===== config.mk =====
export PLATFORM = sky130hd
export DESIGN_NAME = gregorian_date_difference_days
export DESIGN_NICKNAME = d
export VERILOG_FILES = /design/src/hw/rtl/gdd_pkg.sv /design/src/hw/rtl/gdd_ctrl.sv /design/src/hw/rtl/gdd_dp.sv /design/src/hw/rtl/gregorian_date_difference_days.sv
export SDC_FILE = /design/constraint.sdc
export NUM_CORES = 1
export LEC_CHECK = 0
export CAP_MARGIN = 15
export CORE_ASPECT_RATIO = 2
export CORE_MARGIN = 2
export CORE_UTILIZATION = 45
export DETAILED_ROUTE_END_ITERATION = 16
export DONT_BUFFER_PORTS = 1
export PLACE_DENSITY = 0.69
export SLEW_MARGIN = 20
export SYNTH_ARGS = -nofsm -noshare
export SYNTH_HDL_FRONTEND = slang
export SYNTH_SLANG_ARGS = --single-unit

===== constraint.sdc =====
create_clock -name i_clk -period 13.3 [get_ports i_clk]
set_input_delay 1.33 -clock i_clk [delete_from_list [all_inputs] [get_ports i_clk]]
set_output_delay 1.33 -clock i_clk [all_outputs]
set_load 0.1 [all_outputs]

===== src/hw/rtl/gdd_pkg.sv =====
// Package for the Gregorian date difference block.
// Holds field widths, the controller state and command types, and the
// month tables used by the datapath.
package gdd_pkg;

    // Field widths of the item ports.
    localparam int YEAR_W  = 14;
    localparam int MONTH_W = 4;
    localparam int DAY_W   = 5;
    localparam int COUNT_W = 22;

    // An ordinal day number of a 14-bit year fits in 23 bits.
    localparam int ORD_W   = 23;
    // Quotient of a 14-bit value by 100 fits in 8 bits.
    localparam int Q100_W  = 8;
    // Days before a month, at most 334.
    localparam int CUM_W   = 9;
    // Width of the constant reciprocal product and its shift.
    localparam int RECIP_W     = 13;
    localparam int RECIP_SHIFT = 19;
    localparam int PROD_W      = YEAR_W + RECIP_W;

    localparam logic [RECIP_W-1:0] RECIP_100  = RECIP_W'(5243);
    localparam logic [ORD_W-1:0]   YEAR_DAYS  = ORD_W'(365);
    localparam logic [COUNT_W-1:0] COUNT_MAX  = {COUNT_W{1'b1}};
    localparam logic [MONTH_W-1:0] MONTH_FEB  = MONTH_W'(2);

    // Controller states.
    typedef enum logic [2:0] {
        ST_IDLE,
        ST_DIV_Y,
        ST_DIV_P,
        ST_ACC,
        ST_ORD,
        ST_SUB,
        ST_EMIT
    } t_state;

    // Commands from the controller to the datapath.
    typedef struct packed {
        logic load_in;   // capture the input item
        logic side;      // 0 works on the start date, 1 on the end date
        logic div_y;     // year divided by 100
        logic div_p;     // previous year divided by 100, leap flag
        logic acc;       // days of all whole years before this one
        logic ord;       // add month and day, check the date
        logic sub;       // difference of the two ordinals
        logic load_out;  // load the output register
    } t_dp_cmd;

    // Days before the first of month m in a common year.
    function automatic logic [CUM_W-1:0] month_cum(input logic [MONTH_W-1:0] m);
        logic [CUM_W-1:0] v;
        unique case (m)
            4'd1:    v = CUM_W'(0);
            4'd2:    v = CUM_W'(31);
            4'd3:    v = CUM_W'(59);
            4'd4:    v = CUM_W'(90);
            4'd5:    v = CUM_W'(120);
            4'd6:    v = CUM_W'(151);
            4'd7:    v = CUM_W'(181);
            4'd8:    v = CUM_W'(212);
            4'd9:    v = CUM_W'(243);
            4'd10:   v = CUM_W'(273);
            4'd11:   v = CUM_W'(304);
            4'd12:   v = CUM_W'(334);
            default: v = '0;
        endcase
        return v;
    endfunction

    // Length of month m; zero for a month outside January to December.
    function automatic logic [DAY_W-1:0] month_len(input logic [MONTH_W-1:0] m,
                                                   input logic leap);
        logic [DAY_W-1:0] v;
        unique case (m)
            4'd1, 4'd3, 4'd5, 4'd7, 4'd8, 4'd10, 4'd12: v = DAY_W'(31);
            4'd4, 4'd6, 4'd9, 4'd11:                    v = DAY_W'(30);
            4'd2:    v = leap ? DAY_W'(29) : DAY_W'(28);
            default: v = '0;
        endcase
        return v;
    endfunction

endpackage


===== src/hw/rtl/gdd_ctrl.sv =====
// Controller of the Gregorian date difference block.
// Sequences the datapath through both dates and owns both handshakes.
// Depends on gdd_pkg.
module gdd_ctrl (
    input  logic              i_clk,
    input  logic              i_rst_n,
    input  logic              i_in_valid,
    output logic              o_in_stall,
    output logic              o_out_valid,
    input  logic              i_out_stall,
    output gdd_pkg::t_dp_cmd  o_cmd
);
    import gdd_pkg::*;

    t_state r_state, n_state;
    logic   r_side, n_side;
    logic   r_out_valid, n_out_valid;
    logic   out_free;

    // The output register can take a new item when empty or being drained.
    assign out_free = !r_out_valid || !i_out_stall;

    // Next state.
    always_comb begin
        n_state = r_state;
        unique case (r_state)
            ST_IDLE:  if (i_in_valid) n_state = ST_DIV_Y;
            ST_DIV_Y: n_state = ST_DIV_P;
            ST_DIV_P: n_state = ST_ACC;
            ST_ACC:   n_state = ST_ORD;
            ST_ORD:   n_state = r_side ? ST_SUB : ST_DIV_Y;
            ST_SUB:   n_state = ST_EMIT;
            ST_EMIT:  if (out_free) n_state = ST_IDLE;
            default:  n_state = ST_IDLE;
        endcase
    end

    // Date side and output valid flag.
    always_comb begin
        n_side      = (r_state == ST_ORD) ? !r_side : r_side;
        n_out_valid = r_out_valid && i_out_stall;
        if (r_state == ST_EMIT && out_free) begin
            n_out_valid = 1'b1;
        end
    end

    // Commands to the datapath.
    always_comb begin
        o_cmd          = '0;
        o_cmd.side     = r_side;
        o_cmd.load_in  = (r_state == ST_IDLE) && i_in_valid;
        o_cmd.div_y    = (r_state == ST_DIV_Y);
        o_cmd.div_p    = (r_state == ST_DIV_P);
        o_cmd.acc      = (r_state == ST_ACC);
        o_cmd.ord      = (r_state == ST_ORD);
        o_cmd.sub      = (r_state == ST_SUB);
        o_cmd.load_out = (r_state == ST_EMIT) && out_free;
    end

    assign o_in_stall  = (r_state != ST_IDLE);
    assign o_out_valid = r_out_valid;

    // State registers.
    always_ff @(posedge i_clk) begin
        if (!i_rst_n) begin
            r_state     <= ST_IDLE;
            r_side      <= 1'b0;
            r_out_valid <= 1'b0;
        end else begin
            r_state     <= n_state;
            r_side      <= n_side;
            r_out_valid <= n_out_valid;
        end
    end

    // An accepted item always starts with the start date.
    a_accept_start: assert property (@(posedge i_clk) disable iff (!i_rst_n)
        (i_in_valid && !o_in_stall) |=> (r_state == ST_DIV_Y && !r_side))
        else $error("item accepted but walk did not start on the start date");

    // A result appears only out of the emit state.
    a_valid_from_emit: assert property (@(posedge i_clk) disable iff (!i_rst_n)
        $rose(r_out_valid) |-> ($past(r_state) == ST_EMIT))
        else $error("output valid rose outside the emit state");

    // The end date is only worked on inside the per-date steps.
    a_side_range: assert property (@(posedge i_clk) disable iff (!i_rst_n)
        r_side |-> (r_state == ST_DIV_Y || r_state == ST_DIV_P ||
                    r_state == ST_ACC || r_state == ST_ORD))
        else $error("end-date side selected outside the date steps");

endmodule


===== src/hw/rtl/gdd_dp.sv =====
// Datapath of the Gregorian date difference block.
// Ordinal day numbers of both dates, validity checks, difference and output.
// Depends on gdd_pkg.
module gdd_dp (
    input  logic                          i_clk,
    input  logic                          i_rst_n,
    input  gdd_pkg::t_dp_cmd              i_cmd,
    input  logic [gdd_pkg::YEAR_W-1:0]    i_start_year,
    input  logic [gdd_pkg::MONTH_W-1:0]   i_start_month,
    input  logic [gdd_pkg::DAY_W-1:0]     i_start_day,
    input  logic [gdd_pkg::YEAR_W-1:0]    i_end_year,
    input  logic [gdd_pkg::MONTH_W-1:0]   i_end_month,
    input  logic [gdd_pkg::DAY_W-1:0]     i_end_day,
    input  logic                          i_include_end,
    output logic [gdd_pkg::COUNT_W-1:0]   o_day_count,
    output logic                          o_input_error
);
    import gdd_pkg::*;

    // Captured item.
    logic [YEAR_W-1:0]  r_sy, r_ey;
    logic [MONTH_W-1:0] r_sm, r_em;
    logic [DAY_W-1:0]   r_sd, r_ed;
    logic               r_inc;

    // Working registers.
    logic [Q100_W-1:0]  r_qy, r_qp;
    logic               r_leap;
    logic [ORD_W-1:0]   r_acc;
    logic [ORD_W-1:0]   r_ord_a, r_ord_b;
    logic               r_err;
    logic [ORD_W-1:0]   r_diff;

    // Output register.
    logic [COUNT_W-1:0] r_count;
    logic               r_err_out;

    // Selected date.
    logic [YEAR_W-1:0]  y, p;
    logic [MONTH_W-1:0] m;
    logic [DAY_W-1:0]   d;
    logic [PROD_W-1:0]  prod;
    logic [YEAR_W:0]    q100_x100;
    logic               leap;
    logic [ORD_W-1:0]   year_days;
    logic [YEAR_W-1:0]  leap_days;
    logic [DAY_W-1:0]   len;
    logic               bad;
    logic [ORD_W-1:0]   ord;
    logic [ORD_W:0]     sum;

    assign y = i_cmd.side ? r_ey : r_sy;
    assign m = i_cmd.side ? r_em : r_sm;
    assign d = i_cmd.side ? r_ed : r_sd;
    assign p = (y == '0) ? '0 : y - YEAR_W'(1);

    // One constant multiplier divides the year or the previous year by 100.
    assign prod = PROD_W'(i_cmd.div_y ? y : p) * PROD_W'(RECIP_100);

    // Leap rule from the year and its quotient by 100.
    assign q100_x100 = (YEAR_W+1)'(r_qy) * (YEAR_W+1)'(100);
    always_comb begin
        if (q100_x100 == {1'b0, y}) begin
            leap = (r_qy[1:0] == 2'b00);
        end else begin
            leap = (y[1:0] == 2'b00);
        end
    end

    // Days in all years before y.
    assign year_days = ORD_W'(y) * YEAR_DAYS;
    assign leap_days = (p >> 2) - YEAR_W'(r_qp) + YEAR_W'(r_qp >> 2) + YEAR_W'(1);

    // Month and day, with the date check.
    assign len = month_len(m, r_leap);
    assign bad = (len == '0) || (d == '0) || (d > len);
    assign ord = r_acc + ORD_W'(month_cum(m)) + ORD_W'(d)
               + ORD_W'(r_leap && (m > MONTH_FEB));

    assign sum = {1'b0, r_diff} + (ORD_W+1)'(r_inc);

    // Input capture and per-date steps.
    always_ff @(posedge i_clk) begin
        if (i_cmd.load_in) begin
            r_sy  <= i_start_year;
            r_sm  <= i_start_month;
            r_sd  <= i_start_day;
            r_ey  <= i_end_year;
            r_em  <= i_end_month;
            r_ed  <= i_end_day;
            r_inc <= i_include_end;
        end
        if (i_cmd.div_y) begin
            r_qy <= prod[PROD_W-1:RECIP_SHIFT];
        end
        if (i_cmd.div_p) begin
            r_qp   <= prod[PROD_W-1:RECIP_SHIFT];
            r_leap <= leap;
        end
        if (i_cmd.acc) begin
            r_acc <= (y == '0) ? year_days : year_days + ORD_W'(leap_days);
        end
        if (i_cmd.ord) begin
            if (i_cmd.side) begin
                r_ord_b <= ord;
            end else begin
                r_ord_a <= ord;
            end
        end
        if (i_cmd.sub) begin
            r_diff <= (r_ord_a < r_ord_b) ? r_ord_b - r_ord_a : '0;
        end
    end

    // Error flag collects the checks of both dates.
    always_ff @(posedge i_clk) begin
        if (!i_rst_n) begin
            r_err <= 1'b0;
        end else if (i_cmd.load_in) begin
            r_err <= 1'b0;
        end else if (i_cmd.ord && bad) begin
            r_err <= 1'b1;
        end
    end

    // Output register: saturated count, zero on error.
    always_ff @(posedge i_clk) begin
        if (i_cmd.load_out) begin
            r_err_out <= r_err;
            if (r_err) begin
                r_count <= '0;
            end else if (sum > (ORD_W+1)'(COUNT_MAX)) begin
                r_count <= COUNT_MAX;
            end else begin
                r_count <= sum[COUNT_W-1:0];
            end
        end
    end

    assign o_day_count   = r_count;
    assign o_input_error = r_err_out;

    // An item flagged as invalid carries a zero count.
    a_err_zero: assert property (@(posedge i_clk) disable iff (!i_rst_n)
        $past(i_cmd.load_out) && r_err_out |-> (r_count == '0))
        else $error("invalid item produced a nonzero day count");

endmodule


===== src/hw/rtl/gregorian_date_difference_days.sv =====
// Top level of the Gregorian date difference block.
// Joins the controller and the datapath. Depends on gdd_pkg, gdd_ctrl, gdd_dp.
//
// Usage:
//   Input channel: i_in_valid with o_in_stall. An item (two dates and the
//   include-end flag) is taken at a clock edge with i_in_valid high and
//   o_in_stall low. Output channel: o_out_valid with i_out_stall; the day
//   count and error flag are taken at an edge with o_out_valid high and
//   i_out_stall low.
//   Sequence: the controller works on one item at a time: four datapath
//   steps per date (two divisions by 100 on one constant multiplier, the
//   year sum, the month and day sum), one subtract and one output load.
//   A new item is taken only once the last one has left the emit step
//   and the controller is back in idle.
//   Stall: a finished result waits in the output register. The block then
//   takes and works the next item, and holds it in the emit step until the
//   output register is free.
//   Reset: synchronous, active low; the controller returns to idle and the
//   output register is emptied. No clearing pass is needed.
module gregorian_date_difference_days (
    input  logic                          i_clk,
    input  logic                          i_rst_n,
    input  logic                          i_in_valid,
    output logic                          o_in_stall,
    input  logic [gdd_pkg::YEAR_W-1:0]    i_start_year,
    input  logic [gdd_pkg::MONTH_W-1:0]   i_start_month,
    input  logic [gdd_pkg::DAY_W-1:0]     i_start_day,
    input  logic [gdd_pkg::YEAR_W-1:0]    i_end_year,
    input  logic [gdd_pkg::MONTH_W-1:0]   i_end_month,
    input  logic [gdd_pkg::DAY_W-1:0]     i_end_day,
    input  logic                          i_include_end,
    output logic                          o_out_valid,
    input  logic                          i_out_stall,
    output logic [gdd_pkg::COUNT_W-1:0]   o_day_count,
    output logic                          o_input_error
);
    import gdd_pkg::*;

    t_dp_cmd cmd;

    // Sequencer and handshakes.
    gdd_ctrl u_ctrl (
        .i_clk       (i_clk),
        .i_rst_n     (i_rst_n),
        .i_in_valid  (i_in_valid),
        .o_in_stall  (o_in_stall),
        .o_out_valid (o_out_valid),
        .i_out_stall (i_out_stall),
        .o_cmd       (cmd)
    );

    // Arithmetic and output register.
    gdd_dp u_dp (
        .i_clk         (i_clk),
        .i_rst_n       (i_rst_n),
        .i_cmd         (cmd),
        .i_start_year  (i_start_year),
        .i_start_month (i_start_month),
        .i_start_day   (i_start_day),
        .i_end_year    (i_end_year),
        .i_end_month   (i_end_month),
        .i_end_day     (i_end_day),
        .i_include_end (i_include_end),
        .o_day_count   (o_day_count),
        .o_input_error (o_input_error)
    );

endmodule

# [After elaboration in Yosys (flattened, before gate mapping)]
# Memories as Yosys holds them, arrays and structs flattened.
# Cells that the tools add are included.
[word_totals] reg_bits=185 mem_bits_ro=144 input_bits=51 word_cells=100 memories=1
[mem_list] name="(name not given)" words=16 width=9 rd=1 rd_ports_with_merged_regs=0 wr=0 line_no="gdd_pkg.sv:54" source="unique case (m)"
[classes] add_sub_neg=10 mul=3 n_lt_le_gt_ge=4 eq_ne=21 muxes=15 bitwise_logic=2 n_reduce_logical=24
[ops] op="14-bit two-way mux" count=3
[ops] op="27-bit by 13-bit multiplier with 27-bit output, second input constant" count=1
[ops] op="23-bit by 1-bit adder with 24-bit output" count=1
[ops] op="24-bit by 22-bit greater-than comparator with 1-bit output, second input constant" count=1
[ops] op="23-bit by 1-bit adder with 23-bit output" count=1
[ops] op="23-bit by 14-bit adder with 23-bit output" count=1
[ops] op="23-bit by 5-bit adder with 23-bit output" count=1
[ops] op="23-bit by 9-bit adder with 23-bit output" count=1
[ops] op="23-bit < comparator" count=1
[ops] op="14-bit by 9-bit multiplier with 23-bit output, second input constant" count=1
[ops] op="23-bit two-way mux" count=1
[ops] op="23-bit subtractor" count=1
[ops] op="22-bit two-way mux" count=1
[ops] op="3-bit case mux with 7 select lines" count=1
[ops] op="4-bit equality test, second input constant" count=5
[ops] op="4-bit by 3-bit equality test with 1-bit output, second input constant" count=4
[ops] op="15-bit by 14-bit equality test with 1-bit output" count=1
[ops] op="5-bit case mux with 3 select lines" count=1
[ops] op="14-bit by 1-bit adder with 14-bit output, second input constant" count=1
[ops] op="14-bit by 6-bit adder with 14-bit output" count=1
[ops] op="14-bit logical NOT" count=1
[ops] op="14-bit by 1-bit subtractor with 14-bit output, second input constant" count=1
[ops] op="8-bit by 5-bit multiplier with 13-bit output, second input constant" count=1
[ops] op="12-bit by 8-bit subtractor with 13-bit output" count=1
[ops] op="25 further kinds" count=46

# [Depth between registers and ports, before layout]
[logic_depth] word_depth=8 depth_mapped=35 mapped_depth_nobuf=30

# [Hierarchy]
# From an unflattened synthesis, not the netlist that was laid out.
[unflattened] hier_cells=1705 area_unflattened_um2=17646.9
[modules_own_cells] mod="gdd_dp" instances=1 cells_each=1669 area_per_inst_um2=17339.1 seq_area_each_um2=5395.2
[modules_own_cells] mod="gdd_ctrl" instances=1 cells_each=36 area_per_inst_um2=307.8 seq_area_each_um2=100.1

# [Worst setup path after synthesis]
# No wires, ideal clock.
[synth_timing] kind="register -> register" from="reg u_ctrl.r_side" to="reg u_dp.r_qp[7] (data pin)" setup_time_ns=0.264 arrival_ns=8.051 slack_ns=4.985 path_stages_with_launch=34 cell_sequence="dfxtp_1 > buf_4 > buf_4 > buf_4 > buf_2 > mux2i_1 > ha_1 > o221ai_1 > nor3_1 > and2_1 > buf_2 > nor2_1 > nand2_1 > a21boi_0 > inv_1 > ha_1 > ha_1 > inv_1 > fa_1 > inv_1 > fa_1 > inv_1 > fa_1 > inv_1 > ha_1 > a21o_1 > a21o_1 > a211o_1 > a22o_1 > or3_4 > o311a_4 > a311o_2 > a21oi_2 > xnor2_1"
[synth_between] elab_chain_cells=5 word_cells_on_any_way=6 classes_between="add/sub: 1; mul: 1; mux: 3; reduce/logical: 1"
[synth_rtl] item="start: declaration" line_no="gdd_ctrl.sv:16" source="logic r_side, n_side;"
[synth_rtl] item="start signal: assignment" line_no="gdd_ctrl.sv:71" source="r_side <= n_side;"
[synth_rtl] item="14-bit two-way mux *" line_no="gdd_dp.sv:52" source="assign y = i_cmd.side ? r_ey : r_sy;"
[synth_rtl] item="14-bit by 1-bit subtractor with 14-bit output / 14-bit logical NOT (equally long branches)" line_no="gdd_dp.sv:55" source="assign p = (y == '0) ? '0 : y - YEAR_W'(1);"
[synth_rtl] item="14-bit two-way mux" line_no="gdd_dp.sv:55"
[synth_rtl] item="14-bit two-way mux *" line_no="gdd_dp.sv:58" source="assign prod = PROD_W'(i_cmd.div_y ? y : p) * PROD_W'(RECIP_100);"
[synth_rtl] item="27-bit by 13-bit multiplier with 27-bit output *" line_no="gdd_dp.sv:58"
[synth_rtl] item="named net u_dp.prod[26]" line_no="gdd_dp.sv:42" source="logic [PROD_W-1:0] prod;"
[synth_rtl] item="end signal: assignment" line_no="gdd_dp.sv:97" source="r_qp <= prod[PROD_W-1:RECIP_SHIFT];"
[synth_rtl] item="end: declaration" line_no="gdd_dp.sv:27" source="logic [Q100_W-1:0] r_qy, r_qp;"
# The timed path passes the listed nets; every way through them passes the cells marked *.
# A chain may end at the register's enable or synchronous reset.

# [Worst setup path in the final report]
# Ends and elaborated chain as after synthesis.

==> reports/metrics.cfg <==
[logic_synthesis]
synth_cell_types = 73
synth_top_family_by_area = adder cells
synth_xor_area_frac = 0.06631
synth_area_um2 = 17700
synth_cells = 1749
synth-compound-area-share = 0.1101
synth_top_cell_area_share = 0.3037
synth_adder_area_share = 0.3193
ys_ff_latch = 185
synthMuxAreaShare = 0.01845
async_flop_share = 0
synth_area_per_cell_um2 = 10.12
synth-simple-area-share = 0.1034
yosys.area.top_type = edfxtp_1
syn_nets = 2179
ys_seq_area_frac = 0.3105
synth_most_common_cell = inv_1
netlist_top_cells_count = inv_1, ha_1, edfxtp_1
synth_flop_cell = edfxtp_1
synthTopCellsByArea = edfxtp_1, ha_1, fa_1
synth-edff-count = 179
ys.warnings.count = 0

[floorplan]
start_util = 0.4562
fp-row-count = 102
die_width_um = 144.2
dieArea_um2 = 41030
core_area_um2 = 38800
fp.dieH_um = 284.5
ios = 76

[timing]
slew_headroom = 0.2712
clock-skew-final_ns = 0.009286
worst_pin_slew_ns = 1.093
timing.hold.ws_ns = 0.5875
post-route-period-util = 0.7046
setup_viol_count_final = 0
finalHoldViolations = 0
fmax_mhz = 106.7
grt_setup_unrepaired = false
drv_slew = 0
fin_setup_tns_ns = 0
period_minus_slack_ns = 9.371

[cells_and_area]
fillCellCount = 3656
final_cells = 2288
area.growth.synth_to_final_pct = 7.034
layout.nets = 2184
post-route-cell-area_um2 = 18940
layout-drive-gt1-share = 0.04188

[detailed_routing]
drc = 0
drt-total-wl_um = 39630
post_drt_wl_per_cell_um = 17.32
drtPass1Iterations = 5
num_vias = 12353
postRouteAntennaNets = 0
drt_iter0_markers = 483
viasPerCell = 5.399

[min_path]
min_path_type = reg2reg
hold_depth = 1
min_from = u_dp.r_acc[22]$_DFFE_PN_
hold_end = u_dp.r_ord_a[22]$_DFFE_PP_

[clock_network]
hold_buffers = 0
cts_root_buf = clkbuf_16
insertion_delay_ns = 0.45
cts-resized-gates = 0
cts_buffers = 17
cts_buffer_depth = 2
clk_pin_slew_ns = 0.07
cts_tree = yes
clock-sinks = 185
post_cts_buffers = 0
htree_levels = 4

[grt]
grt_overflow_total = 0
antenna_found_initial = 1
grtUsageTotal = 0.2017
grt_pass1_wl_um = 64030
grt_max_degree = 48
grt_pass1_vias = 13338

[critical_path]
cp_max_fo = 42
reg2reg_from = u_ctrl.r_side$_SDFFE_PN0P_
r2r_setup_slack_ns = 3.93
cp_data_required_time_ns = 13.49
worstSetupPathType = reg2reg
cp-end-kind = register
start_kind = register
timing.rr.end = u_dp.r_qp[7]$_DFFE_PP_
worstPathArrival_ns = 9.56
ff2ff_path_depth = 26

[place]
portBuffers = 0
dpl_cell_area_um2 = 18360
place_hpwl_um = 33730
dp.cells = 2255
gp_congestion = 0.9676

[status]
status = completed

[job]
maxCapViolCount = 0

[state kept, by name (all words and copies together), names as in the netlist, 8 cells and up]
name	count
u_dp.r_ord_a	23
u_dp.r_sy	14
u_dp.r_ey	14
u_dp.r_qp	8
u_dp.r_diff	23
u_dp.r_acc	23
u_dp.r_ord_b	23
u_dp.o_day_count	22
u_dp.r_qy	8
[through the flow]
step                      worst slack (ns)  utilization
after floorplan                      4.985            -
after global placement               4.199       0.4730
after detailed placement             3.937       0.4731
after CTS                            3.879       0.4881
after global routing                 3.247       0.4883
final                                3.929       0.4883
[final cells by class]
cell class                      count  area (um^2)  area share
Antenna cell                        1        2.502   0.0001321
Clock buffer                       17        425.4     0.02246
Clock inverter                     15        155.1    0.008190
Inverter                          309         1160     0.06123
Multi-Input combinational cell   1229        10960      0.5787
Sequential cell                   185         5497      0.2902
Tap cell                          520        650.6     0.03435
Timing Repair Buffer               12        90.09    0.004756
[per-layer routing]
| layer | vias up | track usage | wire, um |
|---|---|---|---|
| met5 | - | 0 | 0 |
| met4 | 0 | 0.1260 | 2734 |
| met3 | 114 | 0.01988 | 743 |
| met2 | 235 | 0.4235 | 23710 |
| met1 | 5987 | 0.1677 | 12440 |
| li1 | 6017 | - | - |
[critical path, cell delays in order, from the launching register on]
cell and delay, ns:
dfxtp_2 0.95, mux2i_1 0.42, ha_1 0.36, o221ai_1 0.25, nor3_1 0.35, and2_1 0.75, a21oi_1 0.17, nand2_1 0.11
a21boi_0 0.53, inv_1 0.27, ha_1 0.38, ha_1 0.33, fa_1 0.52, fa_1 0.56, inv_1 0.06, fa_1 0.53
inv_1 0.04, ha_1 0.30, a21o_1 0.16, a21o_1 0.17, a211o_1 0.30, a22o_1 0.19, or3_4 0.38, o311a_4 0.34
a311o_2 0.42, a21oi_2 0.15, xnor2_1 0.10
[cells in the final DEF, fill, tap and decap left out, types with 6 or more instances in the layout]
cell,instances
inv_1,309
ha_1,258
edfxtp_1,179
fa_1,121
a21oi_1,115
nor2_1,110
xnor2_1,83
nand2_1,81
o21ai_0,59
xor2_1,51
nand3_1,32
nor3_1,32
mux2i_1,26
a21o_1,24
clkbuf_16,17
nor2b_1,16
and3_1,16
nand2b_1,15
o21a_1,15
nand4_1,13
a211oi_1,12
buf_4,12
a21boi_0,11
a31oi_1,10
o21bai_1,10
or3_1,9
nor4_1,8
nor3b_1,6
nand3b_1,6
a2111oi_0,6
[worst max-delay path by stage]
stage | start | end | slack, ns | cells past startpoint
floorplan | u_ctrl.r_side$_SDFFE_PN0P_ | u_dp.r_qp[7]$_DFFE_PP_ | 4.99 | 33
global placement | u_ctrl.r_side$_SDFFE_PN0P_ | u_dp.r_qp[7]$_DFFE_PP_ | 4.20 | 26
detailed placement | u_ctrl.r_side$_SDFFE_PN0P_ | u_dp.r_qy[7]$_DFFE_PP_ | 3.94 | 26
CTS | u_ctrl.r_side$_SDFFE_PN0P_ | u_dp.r_qp[7]$_DFFE_PP_ | 3.88 | 26
global route | u_ctrl.r_side$_SDFFE_PN0P_ | u_dp.r_qp[7]$_DFFE_PP_ | 3.25 | 26
finish | u_ctrl.r_side$_SDFFE_PN0P_ | u_dp.r_qp[7]$_DFFE_PP_ | 3.93 | 26
[kinds of logic (layout without fill, tap and decap cells)]
group	after synthesis	in the layout
other	0	1
adder cells (fa/ha/maj)	379	379
multiplexers	32	32
AND/OR/NAND/NOR	373	373
XOR/XNOR	134	134
buffers and inverters	335	353
AO/OA/AOI/OAI	311	311
flip-flops	185	185
Power is left out: the tool's default activity adds up to more than one toggle a clock period on the data nets, which glitch-free logic cannot reach.
